[src/bfla_ram.sv]
// Generic single write port, single read port RAM with a registered read.
// No dependencies.
`default_nettype none

module bfla_ram #(
   parameter int WIDTH = 8,
   parameter int DEPTH = 16
) (
   input  wire logic                     clock,
   input  wire logic                     wr_en,
   input  wire logic [$clog2(DEPTH)-1:0] wr_addr,
   input  wire logic [WIDTH-1:0]         wr_data,
   input  wire logic [$clog2(DEPTH)-1:0] rd_addr,
   output logic      [WIDTH-1:0]         rd_data
);

   logic [WIDTH-1:0] mem [DEPTH];

   always_ff @(posedge clock) begin
      if (wr_en) begin
         mem[wr_addr] <= wr_data;
      end
      rd_data <= mem[rd_addr];
   end

endmodule

`default_nettype wire

[config.mk]
export PLATFORM = sky130hd
export DESIGN_NAME = bfla_ram
export DESIGN_NICKNAME = d
export VERILOG_FILES = /design/src/bfla_ram.sv
export SDC_FILE = /design/constraint.sdc
export NUM_CORES = 1
export LEC_CHECK = 0
export ABC_AREA = 1
export BUFFER_PORTS_ARGS = -buffer_cell sky130_fd_sc_hd__buf_2
export CAP_MARGIN = 20
export CORE_UTILIZATION = 35
export CTS_CLUSTER_DIAMETER = 150
export CTS_CLUSTER_SIZE = 12
export DETAILED_ROUTE_END_ITERATION = 16
export PLACE_DENSITY = 0.57
export SLEW_MARGIN = 15
export SYNTH_ARGS = -nofsm -noshare
export SYNTH_HDL_FRONTEND = slang
export SYNTH_SLANG_ARGS = --single-unit
[constraint.sdc]
create_clock -name clock -period 2.9 [get_ports clock]
set_input_delay 0.145 -clock clock [delete_from_list [all_inputs] [get_ports clock]]
set_output_delay 0.145 -clock clock [all_outputs]
set_load 0.01 [all_outputs]
==> run summary <==
outcome = completed
DP Wirelength = 8.06 mm
Port Buf Inserts = 25
number of global-route vias before repair = 3738
number of antenna violations at the first check in global routing = 0
Worst Path Buf+Inv = 1
CTS H-Tree Depth = 4
crit-path cells = buf_2 -> nand3_1 -> nor2_1
post-synthesis xor/xnor area fraction = 0%
Cell Area, Placed = 6030 um^2
clk slew on worst S/H paths = 0.06 ns
Synth Area in Simple Gates = 21.0%
first-pass GRT wire length = 21.5 mm
die span in x = 130 um
Initial Util = 36.0%
LEAKAGE = 2.82 nW
# clock sinks = 136
ANT cells = 0
slowest library cell on the worst path = nor2_1
CP endpoint kind = flop
net switching power = 1.03 mW
Setup Total Neg Slack = 0 ns
synthesized area = 5770 um^2
Avg Inst Size Synth = 10.5 um^2
worst vdd ir = 0.000464 V
top area cells in the synthesized netlist = edfxtp_1, nand2_1, nand3_1, inv_1, dfxtp_1
drt first-iter violations = 452
gr ovfl total = 0
Setup Skew = 0.00609 ns
Die ar. = 17000 um^2
post-synthesis sequential area ratio = 69.4%
crit-path leading delay family = simple AND/OR/NAND/NOR gates
vias per cell = 4.63
syn nets = 569
Synth Area in Adders = 0%
CP Data Required Time = 2.94 ns
mux share of post-synthesis cell area = 0%
sequential cell area = 4000 um^2
clk buf depth = 2
DRT Pass-1 Iters = 5
die height = 130 um
Detail Route Antenna Nets = 0
Final Hold Fails = 0
Wirelength per Cell = 16.8 um
pwr dens = 701 nW/um^2
synth warn = 0
fin crit share = 41.9%
area growth from synthesis to layout = 14.6%
Clock Tree Root = clkbuf_16
max cap viols = 0
Comb pwr share = 5.7%
GRT Resource Usage Total = 17.9%
Slew Viols, Final = 0
cell count after synthesis = 551
Startpoint Class = input port
multi-input logic area = 1210 um^2
synthesis-stage register bit count = 136
post-CTS setup buffers = 0
Flop pwr share = 47.7%
largest net degree at the start of global routing = 64
Slew @ Worst Pin = 0.974 ns
distinct cell type count after synthesis = 12
unrepaired setup endpoints after global routing = false
I/O Pins = 26
post-route cell area = 6610 um^2
Synth area leader = edfxtp_1
internal power = 3.60 mW
Skew-Pair Late Insertion Delay = 0.43 ns
routed wire length = 13.5 mm
Net Sw Frac = 22.3%
post-synth top area share = 66.7%
CTS tree = yes
Resize count post-CTS = 0
FP Rows = 46
layout cell share with drive strength beyond 1 = 10.5%
Crit Path Class = input port to flop
Max transition margin = 34.8%
via count = 3726
core area = 16000 um^2
CTS buffer count = 17
hold_buf cts = 0
Compound-Gate Fraction of Synth Area = 0%
CP arrival = 1.26 ns
power share of the clock group = 46.6%
FMAX = 822 MHz
fin nets = 593
final setup vio count = 0
fillcell total = 1571
largest family of logic cells by synthesized area = simple AND/OR/NAND/NOR gates
RD Place Congestion = 0.790
# DRC = 0
slowest stage delay, CP = 0.80 ns
HP Class = input port to flop
Max FO, Critical Path = 8
Final min period = 1.22 ns
[power by group through the flow]
stage          clock network, mW  registers, mW  logic [mW]
2_1_floorplan                  0           2.26       0.155
3_3_place_gp                   0           2.25       0.265
3_5_place_dp                   0           2.25       0.267
4_1_cts                     2.17           2.21       0.269
5_1_grt                     2.25           2.21       0.301
6_report                    2.16           2.21       0.266
[cells in the final DEF, fill, tap and decap left out, types with 3 or more instances in the layout]
cell and n:
inv_1 100, nand2_1 173, nand3_1 97, clkinv_2 7
clkbuf_16 17, edfxtp_1 128, clkinvlp_4 3, buf_4 4
buf_2 25, bufinv_16 3, dfxtp_1 8, nor2_1 17
[stage by stage]
step / hold slack [ns] / util, % / setup slack (ns) / instances / power [mW]
6_report: 0.0750 / 41.3 / 1.68 / 804 / 4.64
5_1_grt: 0.0846 / 41.3 / 1.55 / 804 / 4.76
4_1_cts: 0.0607 / 41.3 / 1.70 / 804 / 4.65
3_5_place_dp: 0.506 / 37.7 / 1.25 / 772 / 2.52
3_3_place_gp: 0.506 / 37.7 / 1.29 / 772 / 2.52
2_1_floorplan: 0.244 / - / 1.80 / 551 / 2.41
[kinds of logic (layout without fill, tap and decap cells)]
logic type    Yosys count  count (layout)
buf+inv               126             163
flops                 136             136
simple gates          289             289
[registers in the layout, summed over array words and instances, names as in the netlist]
signal and flops:
mem 128, rd_data 8
[final cells by class]
cell class / count / area share, %
sequential: 136 / 60.6
inverter: 102 / 5.79
tap: 216 / 4.09
clock inverter: 15 / 2.42
multi-input combinational: 289 / 18.4
clock buffer: 17 / 6.43
timing repair buffer: 29 / 2.35
[cell usage after synthesis (all sizes together)]
cell,n
nand3b,2
inv,102
nand2,173
nand3,97
edfxtp,128
dfxtp,8
nor2,17
buf,24
[per-layer routing]
metal,vias up,GRT usage (%),part of all wire (%)
met2,112,28.2,48
met1,1778,23.9,45
met3,17,3.94,5.8
met4,0,7.71,1.8
met5,-,0,0
li1,1819,-,-
[worst paths after layout]
| path | cells past startpoint | slack (ns) | start | end |
|---|---|---|---|---|
| hold reg to reg | 6 | 0.68 | mem[10][3] | rd_data[3] |
| hold / removal | 3 | 0.08 | rd_addr[3] | rd_data[3] |
| setup / recovery | 3 | 1.68 | wr_en | mem[15][3] |
| setup reg to reg | 6 | 1.75 | mem[1][7] | rd_data[7] |
[tightest hold or removal path, cell delays in order]
cell and delay (ns):
buf_2 0.17, nand3_1 0.10, nand2_1 0.04
Power figures use the tool's default switching activity.
